$ cat config.mk
export PLATFORM = sky130hd
export DESIGN_NAME = slider_swipe_tap_gesture_detector
export DESIGN_NICKNAME = d
export VERILOG_FILES = /design/src/rtl/ssg_pkg.sv /design/src/rtl/ssg_cfg.sv /design/src/rtl/ssg_track.sv /design/src/rtl/slider_swipe_tap_gesture_detector.sv
export SDC_FILE = /design/constraint.sdc
export NUM_CORES = 1
export LEC_CHECK = 0
export BUFFER_PORTS_ARGS = -buffer_cell sky130_fd_sc_hd__buf_2
export CAP_MARGIN = 20
export CORE_UTILIZATION = 40
export DETAILED_ROUTE_END_ITERATION = 6
export GPL_TIMING_DRIVEN = 0
export MAX_ROUTING_LAYER = met4
export SLEW_MARGIN = 20
export SYNTH_ARGS = -nofsm -noshare
export SYNTH_HDL_FRONTEND = slang
export SYNTH_SLANG_ARGS = --single-unit
export TNS_END_PERCENT = 30
$ cat constraint.sdc
create_clock -name clk -period 4.2 [get_ports clk]
set_input_delay 0 -clock clk [delete_from_list [all_inputs] [get_ports clk]]
set_output_delay 0 -clock clk [all_outputs]
set_load 0.005 [all_outputs]
$ cat src/rtl/ssg_pkg.sv
// ----------------------------------------------------------------------------
// ssg_pkg
// Shared types and constants for the slider swipe/tap gesture detector.
// ----------------------------------------------------------------------------
`default_nettype none

package ssg_pkg;

  localparam int unsigned MASK_WIDTH_DEF     = 8;
  localparam int unsigned POSITION_WIDTH_DEF = 8;
  localparam int unsigned CFG_WIDTH          = 8;
  localparam int unsigned CFG_INDEX_WIDTH    = 3;
  localparam int unsigned GESTURE_WIDTH      = 3;

  typedef enum logic [GESTURE_WIDTH-1:0] {
    GEST_NONE        = 3'd0,
    GEST_LARGE       = 3'd1,
    GEST_SWIPE_LEFT  = 3'd2,
    GEST_SWIPE_RIGHT = 3'd3,
    GEST_TAP         = 3'd4
  } gesture_t;

  typedef enum logic [CFG_INDEX_WIDTH-1:0] {
    CFG_SLIDER_SENSOR_MASK = 3'd0,
    CFG_LARGE_OBJECT_SCANS = 3'd1,
    CFG_SWIPE_MIN_DISTANCE = 3'd2,
    CFG_SWIPE_MIN_TICKS    = 3'd3,
    CFG_SWIPE_MAX_TICKS    = 3'd4,
    CFG_TAP_MAX_DISTANCE   = 3'd5,
    CFG_TAP_MIN_TICKS      = 3'd6,
    CFG_TAP_MAX_TICKS      = 3'd7
  } cfg_index_t;

  typedef struct packed {
    logic [CFG_WIDTH-1:0] slider_sensor_mask;
    logic [CFG_WIDTH-1:0] large_object_scans;
    logic [CFG_WIDTH-1:0] swipe_min_distance;
    logic [CFG_WIDTH-1:0] swipe_min_ticks;
    logic [CFG_WIDTH-1:0] swipe_max_ticks;
    logic [CFG_WIDTH-1:0] tap_max_distance;
    logic [CFG_WIDTH-1:0] tap_min_ticks;
    logic [CFG_WIDTH-1:0] tap_max_ticks;
  } cfg_t;

  localparam cfg_t CFG_RESET = '{
    slider_sensor_mask: 8'd31,
    large_object_scans: 8'd3,
    swipe_min_distance: 8'd30,
    swipe_min_ticks:    8'd2,
    swipe_max_ticks:    8'd40,
    tap_max_distance:   8'd10,
    tap_min_ticks:      8'd1,
    tap_max_ticks:      8'd20
  };

endpackage

`default_nettype wire

$ cat src/rtl/ssg_cfg.sv
// ----------------------------------------------------------------------------
// ssg_cfg
// Configuration register file, written through a plain write port.
// ----------------------------------------------------------------------------
`default_nettype none

module ssg_cfg (
  input  wire logic                                clk,
  input  wire logic                                rst,
  input  wire logic                                cfg_we,
  input  wire logic [ssg_pkg::CFG_INDEX_WIDTH-1:0] cfg_index,
  input  wire logic [ssg_pkg::CFG_WIDTH-1:0]       cfg_data,
  output ssg_pkg::cfg_t                            cfg
);

  import ssg_pkg::*;

  cfg_t regs;

  always_ff @(posedge clk) begin
    if (rst) begin
      regs <= CFG_RESET;
    end else if (cfg_we) begin
      unique case (cfg_index_t'(cfg_index))
        CFG_SLIDER_SENSOR_MASK: regs.slider_sensor_mask <= cfg_data;
        CFG_LARGE_OBJECT_SCANS: regs.large_object_scans <= cfg_data;
        CFG_SWIPE_MIN_DISTANCE: regs.swipe_min_distance <= cfg_data;
        CFG_SWIPE_MIN_TICKS:    regs.swipe_min_ticks    <= cfg_data;
        CFG_SWIPE_MAX_TICKS:    regs.swipe_max_ticks    <= cfg_data;
        CFG_TAP_MAX_DISTANCE:   regs.tap_max_distance   <= cfg_data;
        CFG_TAP_MIN_TICKS:      regs.tap_min_ticks      <= cfg_data;
        CFG_TAP_MAX_TICKS:      regs.tap_max_ticks      <= cfg_data;
        default:                regs <= regs;
      endcase
    end
  end

  assign cfg = regs;

endmodule

`default_nettype wire

$ cat src/rtl/ssg_track.sv
// ----------------------------------------------------------------------------
// ssg_track
// Touch tracking state and per-scan gesture decision. State advances on step.
// ----------------------------------------------------------------------------
`default_nettype none

module ssg_track #(
  parameter int unsigned MASK_WIDTH     = ssg_pkg::MASK_WIDTH_DEF,
  parameter int unsigned POSITION_WIDTH = ssg_pkg::POSITION_WIDTH_DEF
) (
  input  wire logic                      clk,
  input  wire logic                      rst,
  input  ssg_pkg::cfg_t                  cfg,
  input  wire logic                      step,
  input  wire logic [MASK_WIDTH-1:0]     sensor_on_bits,
  input  wire logic [POSITION_WIDTH-1:0] centroid_position,
  input  wire logic                      centroid_present,
  output ssg_pkg::gesture_t              gesture_code,
  output logic [POSITION_WIDTH-1:0]      reported_position,
  output logic                           reported_valid,
  output logic                           fast_scan
);

  import ssg_pkg::*;

  localparam int unsigned CW = CFG_WIDTH;

  gesture_t                  held_gesture,       held_gesture_next;
  logic [CW-1:0]             big_touch_count,    big_touch_count_next;
  logic [POSITION_WIDTH-1:0] start_position,     start_position_next;
  logic [POSITION_WIDTH-1:0] last_good_position, last_good_position_next;
  logic                      finger_down,        finger_down_next;
  logic [CW-1:0]             touch_ticks,        touch_ticks_next;
  logic                      active_period,      active_period_next;

  logic [MASK_WIDTH+CW-1:0]     mask_ext;
  logic [MASK_WIDTH-1:0]        full_mask;
  logic [MASK_WIDTH-1:0]        bits;
  logic [CW-1:0]                big_inc;
  logic                         rising;
  logic [POSITION_WIDTH-1:0]    travel;
  logic [POSITION_WIDTH+CW-1:0] travel_x;
  logic                         swipe_ok;
  logic                         tap_ok;
  gesture_t                     release_gesture;

  // mask register is zero-extended or cut to the sensor count
  assign mask_ext  = {{MASK_WIDTH{1'b0}}, cfg.slider_sensor_mask};
  assign full_mask = mask_ext[MASK_WIDTH-1:0];
  assign bits      = sensor_on_bits & full_mask;
  assign big_inc   = big_touch_count + CW'(1);

  // lift-off judgement against last good position
  assign rising   = last_good_position > start_position;
  assign travel   = rising ? (last_good_position - start_position)
                           : (start_position - last_good_position);
  assign travel_x = {{CW{1'b0}}, travel};

  assign swipe_ok = (travel_x > {{POSITION_WIDTH{1'b0}}, cfg.swipe_min_distance}) &&
                    (touch_ticks >= cfg.swipe_min_ticks) &&
                    (touch_ticks <  cfg.swipe_max_ticks);
  assign tap_ok   = (travel_x < {{POSITION_WIDTH{1'b0}}, cfg.tap_max_distance}) &&
                    (touch_ticks >= cfg.tap_min_ticks) &&
                    (touch_ticks <  cfg.tap_max_ticks);

  always_comb begin
    priority if (swipe_ok) begin
      release_gesture = rising ? GEST_SWIPE_LEFT : GEST_SWIPE_RIGHT;
    end else if (tap_ok) begin
      release_gesture = GEST_TAP;
    end else begin
      release_gesture = GEST_NONE;
    end
  end

  always_comb begin
    held_gesture_next       = held_gesture;
    big_touch_count_next    = '0;
    start_position_next     = start_position;
    last_good_position_next = last_good_position;
    finger_down_next        = finger_down;
    touch_ticks_next        = '0;
    active_period_next      = active_period;
    reported_position       = '0;
    reported_valid          = 1'b0;

    if (bits == full_mask) begin
      if (big_inc >= cfg.large_object_scans) begin
        held_gesture_next = GEST_LARGE;
      end else begin
        big_touch_count_next = big_inc;
      end
    end

    if (bits == '0) begin
      held_gesture_next = GEST_NONE;
    end

    if (held_gesture_next == GEST_NONE) begin
      if (centroid_present) begin
        reported_position = centroid_position;
        reported_valid    = 1'b1;
      end
      if (bits != '0) begin
        if (centroid_present) begin
          last_good_position_next = centroid_position;
          if (!finger_down) begin
            start_position_next = centroid_position;
            finger_down_next    = 1'b1;
            active_period_next  = 1'b1;
          end
        end
        touch_ticks_next = touch_ticks + CW'(1);
      end else if (finger_down) begin
        finger_down_next   = 1'b0;
        active_period_next = 1'b0;
        held_gesture_next  = release_gesture;
      end
    end
  end

  always_ff @(posedge clk) begin
    if (rst) begin
      held_gesture       <= GEST_NONE;
      big_touch_count    <= '0;
      start_position     <= '0;
      last_good_position <= '0;
      finger_down        <= 1'b0;
      touch_ticks        <= '0;
      active_period      <= 1'b0;
    end else if (step) begin
      held_gesture       <= held_gesture_next;
      big_touch_count    <= big_touch_count_next;
      start_position     <= start_position_next;
      last_good_position <= last_good_position_next;
      finger_down        <= finger_down_next;
      touch_ticks        <= touch_ticks_next;
      active_period      <= active_period_next;
    end
  end

  assign gesture_code = held_gesture_next;
  assign fast_scan    = active_period_next;

endmodule

`default_nettype wire

$ cat src/rtl/slider_swipe_tap_gesture_detector.sv
// ----------------------------------------------------------------------------
// slider_swipe_tap_gesture_detector
// Per-scan slider gesture detection: swipe left/right, tap, large object.
//
//  channel | dir | handshake               | payload
//  s_axis  | in  | tvalid/tready           | tdata: sensors, position; tuser: present
//  m_axis  | out | tvalid/tready           | tdata: gesture, position, fast; tuser: valid
//  cfg     | in  | cfg_we (no back-pressure)| cfg_index, cfg_data
//
//  One scan per cycle sustained while m_axis_tready stays high; each scan
//  passes an input register and then a result register, and leaves from
//  the result register once m_axis_tready is high.
//  The tracking state advances when a scan moves from the input register
//  into the result register; a stalled result holds both stages.
//  rst is synchronous, clears the tracking state and loads register defaults.
// ----------------------------------------------------------------------------
`default_nettype none

module slider_swipe_tap_gesture_detector #(
  parameter int unsigned MASK_WIDTH     = ssg_pkg::MASK_WIDTH_DEF,
  parameter int unsigned POSITION_WIDTH = ssg_pkg::POSITION_WIDTH_DEF,
  localparam int unsigned IN_BITS  = MASK_WIDTH + POSITION_WIDTH,
  localparam int unsigned IN_W     = ((IN_BITS + 7) / 8) * 8,
  localparam int unsigned OUT_BITS = ssg_pkg::GESTURE_WIDTH + POSITION_WIDTH + 1,
  localparam int unsigned OUT_W    = ((OUT_BITS + 7) / 8) * 8
) (
  input  wire logic                                clk,
  input  wire logic                                rst,
  // sensor_on_bits, centroid_position (low to high), zero padded
  input  wire logic [IN_W-1:0]                     s_axis_tdata,
  // centroid_present
  input  wire logic                                s_axis_tuser,
  input  wire logic                                s_axis_tvalid,
  output logic                                     s_axis_tready,
  // gesture_code, reported_position, fast_scan (low to high), zero padded
  output logic [OUT_W-1:0]                         m_axis_tdata,
  // reported_valid
  output logic                                     m_axis_tuser,
  output logic                                     m_axis_tvalid,
  input  wire logic                                m_axis_tready,
  input  wire logic                                cfg_we,
  input  wire logic [ssg_pkg::CFG_INDEX_WIDTH-1:0] cfg_index,
  input  wire logic [ssg_pkg::CFG_WIDTH-1:0]       cfg_data
);

  import ssg_pkg::*;

  cfg_t cfg;

  logic                      in_valid;
  logic [MASK_WIDTH-1:0]     in_bits;
  logic [POSITION_WIDTH-1:0] in_pos;
  logic                      in_present;

  logic                      advance;
  gesture_t                  res_gesture;
  logic [POSITION_WIDTH-1:0] res_pos;
  logic                      res_valid;
  logic                      res_fast;

  logic                      out_valid;
  logic [OUT_BITS-1:0]       out_word;
  logic                      out_user;

  assign advance       = in_valid && (!out_valid || m_axis_tready);
  assign s_axis_tready = !in_valid || advance;

  ssg_cfg u_cfg (
    .clk       (clk),
    .rst       (rst),
    .cfg_we    (cfg_we),
    .cfg_index (cfg_index),
    .cfg_data  (cfg_data),
    .cfg       (cfg)
  );

  always_ff @(posedge clk) begin
    if (rst) begin
      in_valid <= 1'b0;
    end else if (s_axis_tready) begin
      in_valid <= s_axis_tvalid;
    end
  end

  always_ff @(posedge clk) begin
    if (s_axis_tvalid && s_axis_tready) begin
      in_bits    <= s_axis_tdata[MASK_WIDTH-1:0];
      in_pos     <= s_axis_tdata[IN_BITS-1:MASK_WIDTH];
      in_present <= s_axis_tuser;
    end
  end

  ssg_track #(
    .MASK_WIDTH     (MASK_WIDTH),
    .POSITION_WIDTH (POSITION_WIDTH)
  ) u_track (
    .clk               (clk),
    .rst               (rst),
    .cfg               (cfg),
    .step              (advance),
    .sensor_on_bits    (in_bits),
    .centroid_position (in_pos),
    .centroid_present  (in_present),
    .gesture_code      (res_gesture),
    .reported_position (res_pos),
    .reported_valid    (res_valid),
    .fast_scan         (res_fast)
  );

  always_ff @(posedge clk) begin
    if (rst) begin
      out_valid <= 1'b0;
    end else if (advance) begin
      out_valid <= 1'b1;
    end else if (m_axis_tready) begin
      out_valid <= 1'b0;
    end
  end

  always_ff @(posedge clk) begin
    if (advance) begin
      out_word <= {res_fast, res_pos, res_gesture};
      out_user <= res_valid;
    end
  end

  assign m_axis_tvalid = out_valid;
  assign m_axis_tdata  = OUT_W'(out_word);
  assign m_axis_tuser  = out_user;

endmodule

`default_nettype wire
==> impl_metrics.csv <==
group,metric,value,unit
routing,drtIter0Drc,312,
worst_setup_path,end_kind,"flop",
worst_setup_path,path_common_cell,"ha_1",
global_route,antenna_found_initial,0,
routing,wire_per_inst,15.6,um
worst_setup_path,path_delay_family,"compound AO/OA/AOI/OAI gates",
cts,clk_pin_slew_worst_paths,60,ps
cts,cts_buffer_depth,2,
worst_setup_path,crit_required,4380,ps
cts,cts_inserted_buffers,17,
power_and_ir_drop,ir_worst_vdd,0.000303,V
place,place_congestion,0.854,
worst_setup_path,crit_path_cell_trace,"inv_1, ha_1, o21a_1, o21ai_0, o31ai_4, mux2_4, o21bai_1, a221oi_2, xnor2_2, ha_1, nand3_1, nor2_1, o31ai_1, a21oi_2, nand2_1, and3_1, a31o_2",
logic_synthesis,ys_async_sr_fraction,0,
logic_synthesis,yosysWarnings,0,
worst_setup_path,crit_fanout,5,
logic_synthesis,synth_edf_count,30,
die,die_x,134,um
global_route,grt_pass1_wl,27700,um
logic_synthesis,syn_avg_cell_area,8.80,um^2
routing,vias,5714,
logic_synthesis,synthCells,798,
cts,htreeDepth,4,
cells_and_area,layout_commonest_cell,"nand2_1",
power_and_ir_drop,leakage,3.51,nW
logic_synthesis,ys.flop_type,"dfxtp_1",
cts,post_cts_buffers,0,
cells_and_area,area_growth,19.0,%
logic_synthesis,ys_ff_latch,133,
timing,tightest_slew,1120,ps
worst_setup_path,cp.arrival,4170,ps
hold_path,hold_class,"primary input to flop",
cts,cts_tree,"built",
worst_setup_path,crit_slowest_cell,"ha_1",
cells_and_area,fin_util,0.485,
cts,root_buffer,"clkbuf_16",
timing,slew_headroom,0.244,
cts,cts_num_sinks,133,
run_status,outcome,"finished, final reports clean",
power_and_ir_drop,power,3.36,mW
cts,clock_latency,430,ps
timing,rsz0062_at_grt,"false",
worst_setup_path,path_class,"flop to flop",
timing,clock_skew,13.3,ps
routing,first_pass_iters,4,
timing,max_freq,250,MHz
die,die_area,18100,um^2
routing,drc,0,
cells_and_area,nNetsFinal,982,
die,io_pins,52,
timing,setup_ws,205,ps
global_route,grt_use_total,0.209,
timing,hold_violations,0,
global_route,grt_pass1_vias,5331,
place,dp_hpwl,12200,um
logic_synthesis,ys_types,60,
worst_setup_path,cpPeakStageDelay,380,ps
worst_setup_path,crit_buf_inv,1,
routing,routed_wl,17400,um
timing,setup_viol,0,
die,die_h,134,um
cells_and_area,layout_common_cells,"nand2_1, dfxtp_1, inv_1",
power_and_ir_drop,powerDensity,402,nW/um^2
timing,slew_viol_final,0,
global_route,overflow,0,
timing,min_period,3990,ps
timing,fin_tns_setup,0,ps
die,rows,48,
routing,routed_via_density,5.12,
place,pre_cts_ws,132,ps
logic_synthesis,ys_seq_area_frac,0.422,
logic_synthesis,synth_area,7020,um^2
timing,finalCritPeriodShare,0.951,
place,port_buffers,36,
die,initial_core_util,0.407,
global_route,grt_max_degree,23,
cells_and_area,layout-drive-gt1-share,0.109,
cells_and_area,diodes,0,
job,drv_cap,0,
die,coreArea,17200,um^2
worst_setup_path,critPathLaunchType,"flop",
routing,detail-route-antenna-nets,0,
==> synth_stat cells (2+ instances only) <==
master,number,area share
nor4_1,3,0.0027
o22ai_1,5,0.0045
a22oi_1,7,0.0075
buf_2,4,0.0029
ha_1,70,0.12
fa_1,2,0.0057
a31o_2,2,0.0025
a21oi_1,67,0.048
a21o_1,5,0.0053
xor2_1,7,0.0087
clkbuf_2,4,0.0029
o211ai_1,17,0.018
nand2b_1,9,0.0080
mux2i_1,32,0.046
a32o_1,2,0.0029
dfxtp_1,103,0.29
o21a_1,5,0.0053
o21bai_1,2,0.0021
edfxtp_1,30,0.13
nand2_1,120,0.064
a22o_1,2,0.0025
mux2_2,2,0.0032
nand4_1,9,0.0080
clkbuf_1,22,0.012
and2_1,4,0.0036
buf_4,4,0.0043
o31ai_1,3,0.0032
nor2b_1,8,0.0071
and3_1,6,0.0053
nor2_1,63,0.034
a31oi_1,3,0.0027
buf_1,2,0.0011
a211oi_1,7,0.0075
inv_1,91,0.049
or3_1,2,0.0018
nor3_1,6,0.0043
o21ai_0,19,0.014
xnor2_1,9,0.011
a221oi_1,4,0.0050
a2111o_1,2,0.0032
nand3_1,13,0.0093
a21boi_0,2,0.0021
and4_1,2,0.0025
==> cells by family after synthesis <==
group / Yosys count / synth area share
other: 1 / 0.000534
and+or+nand+nor: 251 / 0.157
buffers and inverters: 127 / 0.0715
muxes: 35 / 0.0510
DFF: 133 / 0.422
xor gates and xnor gates: 16 / 0.0200
adders and majority gates: 72 / 0.130
AOI/OAI and AO/OA: 163 / 0.148
==> worst register-to-register path: stages, from the launching register on <==
cell and delay [ps]:
dfxtp_1 350, inv_1 50, ha_1 390, o21a_1 220, o21ai_0 310, o31ai_4 130
mux2_4 330, o21bai_1 180, a221oi_2 340, xnor2_2 120, ha_1 280, nand3_1 100
nor2_1 130, o31ai_1 110, a21oi_2 200, nand2_1 60, and3_1 210, a31o_2 230
==> registers in the layout, indices dropped and copies added, names as in the netlist <==
name / cells
u_cfg.cfg: 64
out_word: 12
in_bits: 8
in_pos: 8
u_track.big_touch_count: 8
u_track.last_good_position: 8
u_track.start_position: 8
u_track.touch_ticks: 8
u_track.held_gesture: 3
in_present: 1
in_valid: 1
m_axis_tuser: 1
m_axis_tvalid: 1
u_track.active_period: 1
u_track.finger_down: 1
==> worst paths after layout <==
path,startpoint,end,slack [ps],depth (start not counted)
setup / recovery,u_track.last_good_position[5]$_SDFFE_PP0P_,out_word[2]$_DFFE_PP_,210,17
hold / removal,cfg_data[1],u_cfg.cfg[1]$_SDFFE_PP0P_,5,3
setup reg to reg,u_track.last_good_position[5]$_SDFFE_PP0P_,out_word[2]$_DFFE_PP_,210,17
hold reg to reg,u_cfg.cfg[54]$_SDFFE_PP0P_,u_cfg.cfg[54]$_SDFFE_PP0P_,450,2
==> power by group <==
part | switching, mW | internal (mW) | total (mW)
Clock | 0.573 | 0.927 | 1.50
Combinational | 0.281 | 0.203 | 0.483
Sequential | 0.0237 | 1.35 | 1.38
==> cell type report <==
class	instances	area (um^2)
fill	1657	8880
multi-input combinational	541	3620
sequential	133	2960
clock buffer	22	475
timing repair buffer	57	390
inverter	91	342
tap	225	282
buffer	36	164
clock inverter	10	120
==> repair_timing <==
action / 4_1_cts / 5_1_grt
cloned: 0 / 0
setup endpoints to repair: 1 / 6
resized for setup: 1 / 11
hold endpoints to repair: 26 / 0
hold buffers: 21 / 0
pin swaps: 0 / 3
==> per-layer routing <==
layer  global-route usage  routed length (um)  vias to the layer above
met1                0.258                8150                     2691
met3               0.0428                 638                       24
met2                0.339                8270                      111
li1                     -                   -                     2888
met5                    -                   0                        -
met4               0.0730                 359                        0
==> stage by stage <==
step | instance area [um^2] | hold WS (ps) | cells
after global routing | 8350 | 15.8 | 1115
final | 8350 | 4.63 | 1115
after detailed placement | 7490 | 178 | 1062
after CTS | 8310 | 8.72 | 1115
after global placement | 7490 | 177 | 1062
after floorplan | 7030 | 98.9 | 801
(Power assumes the default switching activity.)
